===== config.mk =====
export PLATFORM = sky130hd
export DESIGN_NAME = cba_engine
export DESIGN_NICKNAME = d
export VERILOG_FILES = /design/src/rtl/core/cba_pkg.sv /design/src/rtl/core/cba_engine.sv
export VERILOG_INCLUDE_DIRS = /design/src /design/src/rtl/core
export SDC_FILE = /design/constraint.sdc
export NUM_CORES = 1
export LEC_CHECK = 0
export BUFFER_PORTS_ARGS = -buffer_cell sky130_fd_sc_hd__buf_2
export CAP_MARGIN = 20
export CORE_ASPECT_RATIO = 1.5
export CORE_MARGIN = 4
export CORE_UTILIZATION = 52
export DETAILED_ROUTE_END_ITERATION = 6
export GPL_ROUTABILITY_DRIVEN = 0
export PLACE_DENSITY = 0.77
export SETUP_SLACK_MARGIN = 0.5
export SYNTH_ARGS = -nofsm -noshare
export SYNTH_HDL_FRONTEND = slang
export SYNTH_SLANG_ARGS = --single-unit

===== constraint.sdc =====
create_clock -name clk_i -period 2.8 [get_ports clk_i]
set_clock_uncertainty 0.1 [all_clocks]
set_input_delay 0.14 -clock clk_i [delete_from_list [all_inputs] [get_ports clk_i]]
set_output_delay 0.14 -clock clk_i [all_outputs]
set_load 0.005 [all_outputs]

===== src/rtl/core/chained_block_allocator_unit_assert.svh =====
// ----------------------------------------------------------------------------
// Assertion macros for the chained block allocator unit.
// Each macro expands to one labelled concurrent assertion on clk_i.
// ----------------------------------------------------------------------------
`ifndef CHAINED_BLOCK_ALLOCATOR_UNIT_ASSERT_SVH
`define CHAINED_BLOCK_ALLOCATOR_UNIT_ASSERT_SVH

// Checked only outside reset.
`define CBA_ASSERT(lbl, prop, msg) \
  lbl: assert property (@(posedge clk_i) disable iff (!rst_ni) prop) else $error(msg);

// Checked at every rising clock edge, reset included.
`define CBA_ASSERT_ALWAYS(lbl, prop, msg) \
  lbl: assert property (@(posedge clk_i) prop) else $error(msg);

`endif


===== src/rtl/core/cba_pkg.sv =====
`timescale 1ns / 1ps
// ----------------------------------------------------------------------------
// Chained block allocator package
// Sizes, codes and transaction types shared by the allocator modules.
// ----------------------------------------------------------------------------
package cba_pkg;

  localparam int unsigned NUM_BLOCKS = 256;
  localparam int unsigned ADDR_W     = $clog2(NUM_BLOCKS);
  localparam int unsigned CNT_W      = ADDR_W + 1;
  localparam int unsigned ID_W       = 16;
  localparam int unsigned LINK_W     = 9;

  localparam logic [LINK_W-1:0] CHAIN_END = {LINK_W{1'b1}};

  typedef enum logic [0:0] {
    OP_ALLOC = 1'b0,
    OP_FREE  = 1'b1
  } op_e;

  typedef enum logic [1:0] {
    ST_OK      = 2'd0,
    ST_NOSPACE = 2'd1,
    ST_NOTUSED = 2'd2
  } status_e;

  typedef enum logic [2:0] {
    S_IDLE,
    S_ALLOC,
    S_TAIL,
    S_FREE,
    S_DONE
  } state_e;

  typedef struct packed {
    op_e              opcode;
    logic [8:0]       block_count;
    logic [ID_W-1:0]  file_id;
    logic [7:0]       start_block;
  } req_t;

  typedef struct packed {
    logic [7:0]       first_block;
    status_e          status;
    logic [8:0]       blocks_changed;
    logic [8:0]       free_blocks;
  } rsp_t;

  // One table entry: used mark, owner tag and link to the next block.
  typedef struct packed {
    logic              used;
    logic [ID_W-1:0]   owner;
    logic [LINK_W-1:0] link;
  } entry_t;

  typedef struct packed {
    logic              rd_en;
    logic [ADDR_W-1:0] rd_addr;
    logic              wr_en;
    logic [ADDR_W-1:0] wr_addr;
    entry_t            wr_data;
  } mem_req_t;

endpackage


===== src/rtl/core/cba_engine.sv =====
`timescale 1ns / 1ps
`include "chained_block_allocator_unit_assert.svh"
// ----------------------------------------------------------------------------
// Chained block allocator engine
// Sequencer that scans the table for free blocks or walks a chain, at most
// one table read and at most one table write per cycle.
// ----------------------------------------------------------------------------
module cba_engine (
  input  logic              clk_i,
  input  logic              rst_ni,
  input  logic              in_valid_i,
  input  cba_pkg::req_t     in_data_i,
  output logic              in_stall_o,
  output logic              res_valid_o,
  output cba_pkg::rsp_t     res_data_o,
  input  logic              res_ready_i,
  output cba_pkg::mem_req_t mem_req_o,
  input  cba_pkg::entry_t   mem_rsp_i
);
  import cba_pkg::*;

  state_e            state_q, state_d;
  logic [CNT_W-1:0]  want_q, want_d;
  logic [ID_W-1:0]   id_q, id_d;
  logic [CNT_W-1:0]  iss_q, iss_d;
  logic              dat_vld_q;
  logic [ADDR_W-1:0] dat_addr_q;
  logic [ADDR_W-1:0] prev_q, prev_d;
  logic [ADDR_W-1:0] first_q, first_d;
  logic [CNT_W-1:0]  cnt_q, cnt_d;
  logic [CNT_W-1:0]  free_q, free_d;
  status_e           status_q, status_d;
  logic              head_q, head_d;

  logic             accept;
  logic             too_many;
  logic             claim;
  logic             last_claim;
  logic             link_go;
  logic [CNT_W-1:0] cnt_inc;

  logic             free_ok;
  logic             rw_clash;
  logic             nospace_rsp;

  assign accept     = in_valid_i && (state_q == S_IDLE);
  assign too_many   = in_data_i.block_count > free_q;
  assign cnt_inc    = CNT_W'(cnt_q + CNT_W'(1));
  assign claim      = dat_vld_q && !mem_rsp_i.used;
  assign last_claim = claim && (cnt_inc == want_q);
  assign link_go    = (mem_rsp_i.link < LINK_W'(NUM_BLOCKS))
                   && (mem_rsp_i.link[ADDR_W-1:0] != dat_addr_q);

  // Next state.
  always_comb begin
    state_d = state_q;
    case (state_q)
      S_IDLE: begin
        if (accept) begin
          if (in_data_i.opcode == OP_FREE) begin
            state_d = S_FREE;
          end else if (too_many || (in_data_i.block_count == '0)) begin
            state_d = S_DONE;
          end else begin
            state_d = S_ALLOC;
          end
        end
      end
      S_ALLOC: begin
        if (last_claim) begin
          state_d = S_TAIL;
        end else if (!dat_vld_q && iss_q[ADDR_W]) begin
          state_d = S_DONE;
        end
      end
      S_TAIL: state_d = S_DONE;
      S_FREE: begin
        if (dat_vld_q && (!mem_rsp_i.used || !link_go)) begin
          state_d = S_DONE;
        end
      end
      S_DONE: begin
        if (res_ready_i) begin
          state_d = S_IDLE;
        end
      end
      default: state_d = S_IDLE;
    endcase
  end

  // Outputs: handshake and table accesses.
  always_comb begin
    mem_req_o   = '0;
    in_stall_o  = 1'b1;
    res_valid_o = 1'b0;
    case (state_q)
      S_IDLE: begin
        in_stall_o = 1'b0;
        if (accept) begin
          if (in_data_i.opcode == OP_FREE) begin
            mem_req_o.rd_en   = 1'b1;
            mem_req_o.rd_addr = in_data_i.start_block;
          end else if (!too_many && (in_data_i.block_count != '0)) begin
            mem_req_o.rd_en   = 1'b1;
            mem_req_o.rd_addr = '0;
          end
        end
      end
      S_ALLOC: begin
        mem_req_o.rd_en   = !iss_q[ADDR_W];
        mem_req_o.rd_addr = iss_q[ADDR_W-1:0];
        if (claim && (cnt_q != '0)) begin
          mem_req_o.wr_en   = 1'b1;
          mem_req_o.wr_addr = prev_q;
          mem_req_o.wr_data = '{used: 1'b1, owner: id_q,
                                link: LINK_W'(dat_addr_q)};
        end
      end
      S_TAIL: begin
        mem_req_o.wr_en   = 1'b1;
        mem_req_o.wr_addr = prev_q;
        mem_req_o.wr_data = '{used: 1'b1, owner: id_q, link: CHAIN_END};
      end
      S_FREE: begin
        if (dat_vld_q && mem_rsp_i.used) begin
          mem_req_o.wr_en   = 1'b1;
          mem_req_o.wr_addr = dat_addr_q;
          mem_req_o.wr_data = '0;
          if (link_go) begin
            mem_req_o.rd_en   = 1'b1;
            mem_req_o.rd_addr = mem_rsp_i.link[ADDR_W-1:0];
          end
        end
      end
      S_DONE: res_valid_o = 1'b1;
      default: ;
    endcase
  end

  // Datapath registers.
  always_comb begin
    want_d   = want_q;
    id_d     = id_q;
    iss_d    = iss_q;
    prev_d   = prev_q;
    first_d  = first_q;
    cnt_d    = cnt_q;
    free_d   = free_q;
    status_d = status_q;
    head_d   = head_q;
    case (state_q)
      S_IDLE: begin
        if (accept) begin
          want_d   = in_data_i.block_count;
          id_d     = in_data_i.file_id;
          iss_d    = CNT_W'(1);
          first_d  = '0;
          cnt_d    = '0;
          head_d   = 1'b1;
          status_d = ((in_data_i.opcode == OP_ALLOC) && too_many) ? ST_NOSPACE : ST_OK;
        end
      end
      S_ALLOC: begin
        if (!iss_q[ADDR_W]) begin
          iss_d = CNT_W'(iss_q + CNT_W'(1));
        end
        if (claim) begin
          if (cnt_q == '0) begin
            first_d = dat_addr_q;
          end
          prev_d = dat_addr_q;
          cnt_d  = cnt_inc;
          free_d = CNT_W'(free_q - CNT_W'(1));
        end
      end
      S_FREE: begin
        if (dat_vld_q) begin
          head_d = 1'b0;
          if (mem_rsp_i.used) begin
            cnt_d  = cnt_inc;
            free_d = CNT_W'(free_q + CNT_W'(1));
          end else if (head_q) begin
            status_d = ST_NOTUSED;
          end
        end
      end
      default: ;
    endcase
  end

  always_ff @(posedge clk_i or negedge rst_ni) begin
    if (!rst_ni) begin
      state_q   <= S_IDLE;
      free_q    <= CNT_W'(NUM_BLOCKS);
      dat_vld_q <= 1'b0;
    end else begin
      state_q   <= state_d;
      free_q    <= free_d;
      dat_vld_q <= mem_req_o.rd_en;
    end
  end

  always_ff @(posedge clk_i) begin
    want_q     <= want_d;
    id_q       <= id_d;
    iss_q      <= iss_d;
    dat_addr_q <= mem_req_o.rd_addr;
    prev_q     <= prev_d;
    first_q    <= first_d;
    cnt_q      <= cnt_d;
    status_q   <= status_d;
    head_q     <= head_d;
  end

  assign res_data_o = '{first_block: first_q, status: status_q,
                        blocks_changed: cnt_q, free_blocks: free_q};

  assign free_ok     = free_q <= CNT_W'(NUM_BLOCKS);
  assign rw_clash    = mem_req_o.rd_en && mem_req_o.wr_en
                    && (mem_req_o.rd_addr == mem_req_o.wr_addr);
  assign nospace_rsp = res_valid_o && (status_q == ST_NOSPACE);

  `CBA_ASSERT_ALWAYS(a_free_bound, !rst_ni || free_ok, "free count above pool size")
  `CBA_ASSERT(a_no_rw_clash, !rw_clash, "read and write of one entry in one cycle")
  `CBA_ASSERT(a_nospace_empty, nospace_rsp |-> (cnt_q == '0), "refused allocate changed blocks")
  `CBA_ASSERT(a_tail_after_claim, (state_q == S_TAIL) |-> (cnt_q == want_q), "chain closed early")

endmodule


* Yosys cells after proc, flatten, opt, wreduce, memory -nomap -nowiden
Index checks and enable logic that the tools add are counted.
** Word-level totals
- Bits in registers :: 83
- Bits of input ports :: 64
- Output and inout bits :: 74
- Word-level logic and storage cells :: 116
** Cells by class
- Add/sub/neg operators :: 4
- Order comparisons :: 2
- Equal/unequal tests :: 17
- Muxes and demuxes :: 43
- Bitwise operators :: 1
- Reduce and logical (&&, ||, !) cells :: 36
** Operator list (number)
- two-way mux 9 bit :: 13
- one-hot mux 35 bit (3 select lines) :: 1
- one-hot mux 9 bit (3 select lines) :: 2
- two-way mux 44 bit :: 1
- one-hot mux 9 bit (2 select lines) :: 2
- two-way mux 35 bit :: 1
- adder 9 x 1 -> 9 bit, second input constant :: 3
- two-way mux 8 bit :: 3
- two-way mux 3 bit :: 7
- != test 2 bit, second input constant :: 10
- logical NOT 9 bit :: 2
- nonzero test 9 bit :: 2
- one-hot mux 8 bit (2 select lines) :: 1
- one-hot mux 3 bit (5 select lines) :: 1
- AND reduction 4 bit :: 3
- logical AND 1 bit :: 10
- AND reduction 5 bit :: 2
- equality test 9 bit :: 1
- > comparator 9 bit :: 1
- less-than comparator 9 bit, second input constant :: 1
- subtractor 9 x 1 -> 9 bit, second input constant :: 1
- two-way mux 2 bit :: 4
- != test 8 bit :: 1
- equality test 3 x 2 -> 1 bit, second input constant :: 2
- 14 further kinds :: 28

* Logic depth before layout (Yosys ltp)
- Depth in word-level cells :: 7
- Mapped depth :: 10
- Gate-level depth less buffers :: 9

* Worst setup path after synthesis
OpenSTA, ideal clock, no wires.
- Kind :: register to register
- From :: register state_q[2]
- To :: register free_q[8]
- Setup time :: 0.075 ns
- Data arrival time :: 2.374 ns
- Required time :: 2.625 ns
- Setup slack :: 0.250 ns
- Stages on the path, launching flop included :: 10
- Path buffers :: 0
- Clock period less this slack :: 2.550 ns
- Cells stage by stage :: dfrtp_1 -> and2b_1 -> nand2_1 -> fa_1 -> a21oi_1 -> o21ai_0 -> o211a_1 -> o41ai_1 -> mux2i_1 -> xnor2_1
** On the way
- Word-level cells in the longest chain between the ends :: 3
- Elaborated cells on any way between the ends :: 8
- Those cells by class :: 5 x eq/ne; 1 x mux; 2 x reduce/logical
** RTL lines
- from (decl) :: line cba_engine.sv:22 : state_e state_q, state_d;
- from (signal assigned) :: line cba_engine.sv:197 : state_q <= state_d;
- equality test 3 x 1 -> 1 bit / equality test 3 x 2 -> 1 bit (equally long branches) :: line cba_engine.sv:151 : case (state_q)
- != test 2 bit (no line) / nonzero test 2 bit (equally long branches)
- AND reduction 4 bit (no line)
- to (signal assigned) :: line cba_engine.sv:194 : free_q <= CNT_W'(NUM_BLOCKS);
- to (signal assigned) :: line cba_engine.sv:198 : free_q <= free_d;
- to (decl) :: line cba_engine.sv:31 : logic [CNT_W-1:0] free_q, free_d;
Parallel ways exist; a longest one is shown, timed or not.
A chain may end at the register's enable or synchronous reset.

==> impl_metrics.env <==
export IMPL_outcome="completed"
export IMPL_vias=3992
export IMPL_timing_rr_end="free_q[8]"
export IMPL_p_sw_share_pct=37.4
export IMPL_rows=41
export IMPL_grt_busiest_layer="met2"
export IMPL_worstSetupPathDepth=8
export IMPL_clkTransAtPathRegs_ns=0.06
export IMPL_crit_fanout=6
export IMPL_grt_usage_pct=23.8
export IMPL_grt_pass1_vias=3967
export IMPL_numCtsBuffers=9
export IMPL_grt_max_degree=18
export IMPL_fin_nets=685
export IMPL_io_buffer_count=121
export IMPL_critPathLaunch="state_q[0]"
export IMPL_die_height_um=121
export IMPL_synth_seq_cells=83
export IMPL_grtUsageMet3_pct=4.08
export IMPL_setup_slack_ns=0.411
export IMPL_cts_tree="built"
export IMPL_powerDensity_nw_per_um2=999
export IMPL_fin_setup_tns_ns=0
export IMPL_overflow=0
export IMPL_final_common_cell="buf_2"
export IMPL_drt_iter0_drc=334
export IMPL_ys_seq_area_share_pct=52.6
export IMPL_place_ws_ns=0.285
export IMPL_cp_top_family="simple AND/OR/NAND/NOR gates"
export IMPL_crit_arrival_ns=2.15
export IMPL_slew_headroom_pct=50.5
export IMPL_synth_compound_area_share_pct=12.4
export IMPL_syn_num_nets=487
export IMPL_synth_simple_area_share_pct=17.4
export IMPL_critPathCaptureType="output port"
export IMPL_path_buf_inv=4
export IMPL_worst_ep_required_time_ns=2.56
export IMPL_hold_path_class="primary input to register"
export IMPL_vias_per_cell=5.59
export IMPL_synth_warnings=0
export IMPL_hold_violations=0
export IMPL_syn_avg_cell_area_um2=11.1
export IMPL_async_flop_share_pct=15.7
export IMPL_layout_drive_gt1_share_pct=38.3
export IMPL_slowest_delay_ns=0.41
export IMPL_clk_root_buffer_cell="clkbuf_16"
export IMPL_layout_common_cells="buf_2 (121), edfxtp_1 (62), dlygate4sd3_1 (41), buf_4 (35), and2_1 (31)"
export IMPL_fmax_mhz=419
export IMPL_rsz0062_at_grt="yes"
export IMPL_crit_path_top_delay_cell="dfrtp_1"
export IMPL_start_util_pct=53.0
export IMPL_stdcell_area_um2=6410
export IMPL_synth_mux_area_share_pct=0.701
export IMPL_io_pin_count=138
export IMPL_clock_sinks=83
export IMPL_place_hpwl_mm=8.21
export IMPL_synth_cells=403
export IMPL_crit_path_cell_trace="buf_6, or3_4, or2_4, inv_4, and2_4, a222oi_1, inv_1, buf_2"
export IMPL_core_area_um2=8410
export IMPL_synth_xor_area_share_pct=7.06
export IMPL_drc=0
export IMPL_layout_min_cycle_time_ns=2.39
export IMPL_intPower_uw=4010
export IMPL_drv_slew=0
export IMPL_tightest_slew_ns=0.740
export IMPL_synth_edf_count=62
export IMPL_die_x_um=83.6
export IMPL_post_drt_wl_per_cell_um=17.7
export IMPL_postPlaceCellArea_um2=5190
export IMPL_clockBufferDepth=2
export IMPL_synthAdderAreaFrac_pct=5.78
export IMPL_crit_end="mem_req_o[41]"
export IMPL_area_growth_synth_to_final_pct=43.7
export IMPL_h_tree_depth=3
export IMPL_wl_mm=12.6
export IMPL_rr_startpoint="state_q[2]"
export IMPL_leakage_uw=0.00279
export IMPL_ys_flop_type="edfxtp_1"
export IMPL_final_setup_viol_count=0
export IMPL_ff2ff_setup_slack_ns=0.47
export IMPL_antenna_found_initial=0
export IMPL_clk_latency_ns=0.34
export IMPL_grt_util_met1_pct=25.0
export IMPL_p_comb_share_pct=47.0
export IMPL_reg2reg_depth=9
export IMPL_maxCapViolCount=0
export IMPL_ant_nets=0
export IMPL_syn_area_um2=4460
export IMPL_post_route_period_util_pct=85.3
export IMPL_p_switching_uw=2390
export IMPL_first_pass_iters=5
export IMPL_peakVddDrop_uv=743
export IMPL_synth_cell_type_count=60
export IMPL_synth_top_family_by_area="simple AND/OR/NAND/NOR gates"
export IMPL_clkPwrFrac_pct=18.7
export IMPL_grtUsageMet2_pct=44.9
export IMPL_worstSetupPathType="register to output port"
export IMPL_cp_start_kind="register"
export IMPL_dieArea_um2=10200
export IMPL_pwr_share_seq_pct=34.3
export IMPL_grt_pass1_wl_mm=19.0
-- power groups by stage --
stage	registers (uW)	logic, uW	clock network [uW]
after floorplan	2100	1580	0
after global placement	2200	2200	0
after detailed placement	2220	2280	0
after CTS	2180	2610	1210
after global routing	2240	3300	1260
final	2190	3010	1200
-- flip-flops by register name, indices dropped and copies added, names as in the netlist --
signal      flops
want_q          9
cnt_q           9
state_q         3
dat_addr_q      8
first_q         8
head_q          1
free_q          9
dat_vld_q       1
status_q        2
id_q           16
prev_q          8
iss_q           9
-- final cells by class --
cell class,count,area [um^2]
antenna,1,2.50
tap,107,134
timing repair buffer,200,1320
multi-input combinational,281,2200
inverter,26,100
fill,552,2000
clock buffer,11,254
sequential,83,2350
clock inverter,5,50.0
-- tightest hold or removal path, cell delays in order --
cell      delay (ns)
buf_2           0.10
a222oi_1        0.08
inv_1           0.10
-- cells by family (layout without fill, tap and decap cells) --
family,count (synthesis),count (layout)
adders and majority gates,20,20
other,0,1
and+or+nand+nor,144,148
AOI/OAI and AO/OA,74,74
xor gates and xnor gates,36,36
DFF,83,83
buffers and inverters,43,242
muxes,3,3
-- synth_stat cells, types with 3 or more instances --
library cell	n	share of area (%)
nor3b_1	3	0.50
xnor2_1	19	3.7
inv_1	24	2.0
a21o_1	3	0.50
o21ai_0	13	1.5
a22o_1	8	1.6
nor3_1	5	0.56
edfxtp_1	62	42
or3_1	3	0.42
clkbuf_1	7	0.59
ha_1	19	5.3
dfxtp_1	8	3.6
nand2_1	25	2.1
a21oi_1	19	2.1
a222oi_1	8	1.8
nor2_1	32	2.7
nand3_1	12	1.3
nand4_1	6	0.84
and2_1	32	4.5
xor2_1	17	3.3
nand2b_1	8	1.1
dfrtp_1	12	6.7
and3_1	4	0.56
buf_2	7	0.78
a211oi_1	3	0.50
-- layer usage --
layer	vias up	wire, um	part of all wire [%]
met2	168	7010	56
met1	1914	4420	35
met4	0	443	3.5
met5	-	0	0
met3	37	738	5.9
li1	1873	-	-
-- how the worst min path moves through the flow --
stage / startpoint / endpoint / slack [ns] / cells past startpoint
floorplan: rst_ni / dat_vld_q / -0.26 / 0
global placement: rst_ni / free_q[7] / -0.05 / 1
detailed placement: rst_ni / free_q[7] / -0.05 / 1
CTS: mem_rsp_i[0] / dat_addr_q[0] / 0.0009 / 3
global route: mem_rsp_i[0] / dat_addr_q[0] / 0.02 / 3
finish: mem_rsp_i[0] / dat_addr_q[0] / 0.02 / 3
-- what timing repair did --
action                                  in CTS  in global routing
hold buffers                                41                  0
hold endpoints to repair                    47                  0
endpoints found under the setup margin      48                 48
pin swaps                                   15                 20
resized for setup                           28                 34
setup buffers                               18                 13
gates cloned                                 2                  2
-- through the flow --
stage	util, %	std cells	total power, uW	hold WS [ns]
4_1_cts	72.9	698	6000	0.000876
5_1_grt	76.2	713	6800	0.0215
2_1_floorplan	-	403	3680	-0.256
6_report	76.2	714	6400	0.0214
3_5_place_dp	61.7	621	4510	-0.0472
3_3_place_gp	61.7	621	4400	-0.0507
Power figures use the tool's default switching activity.
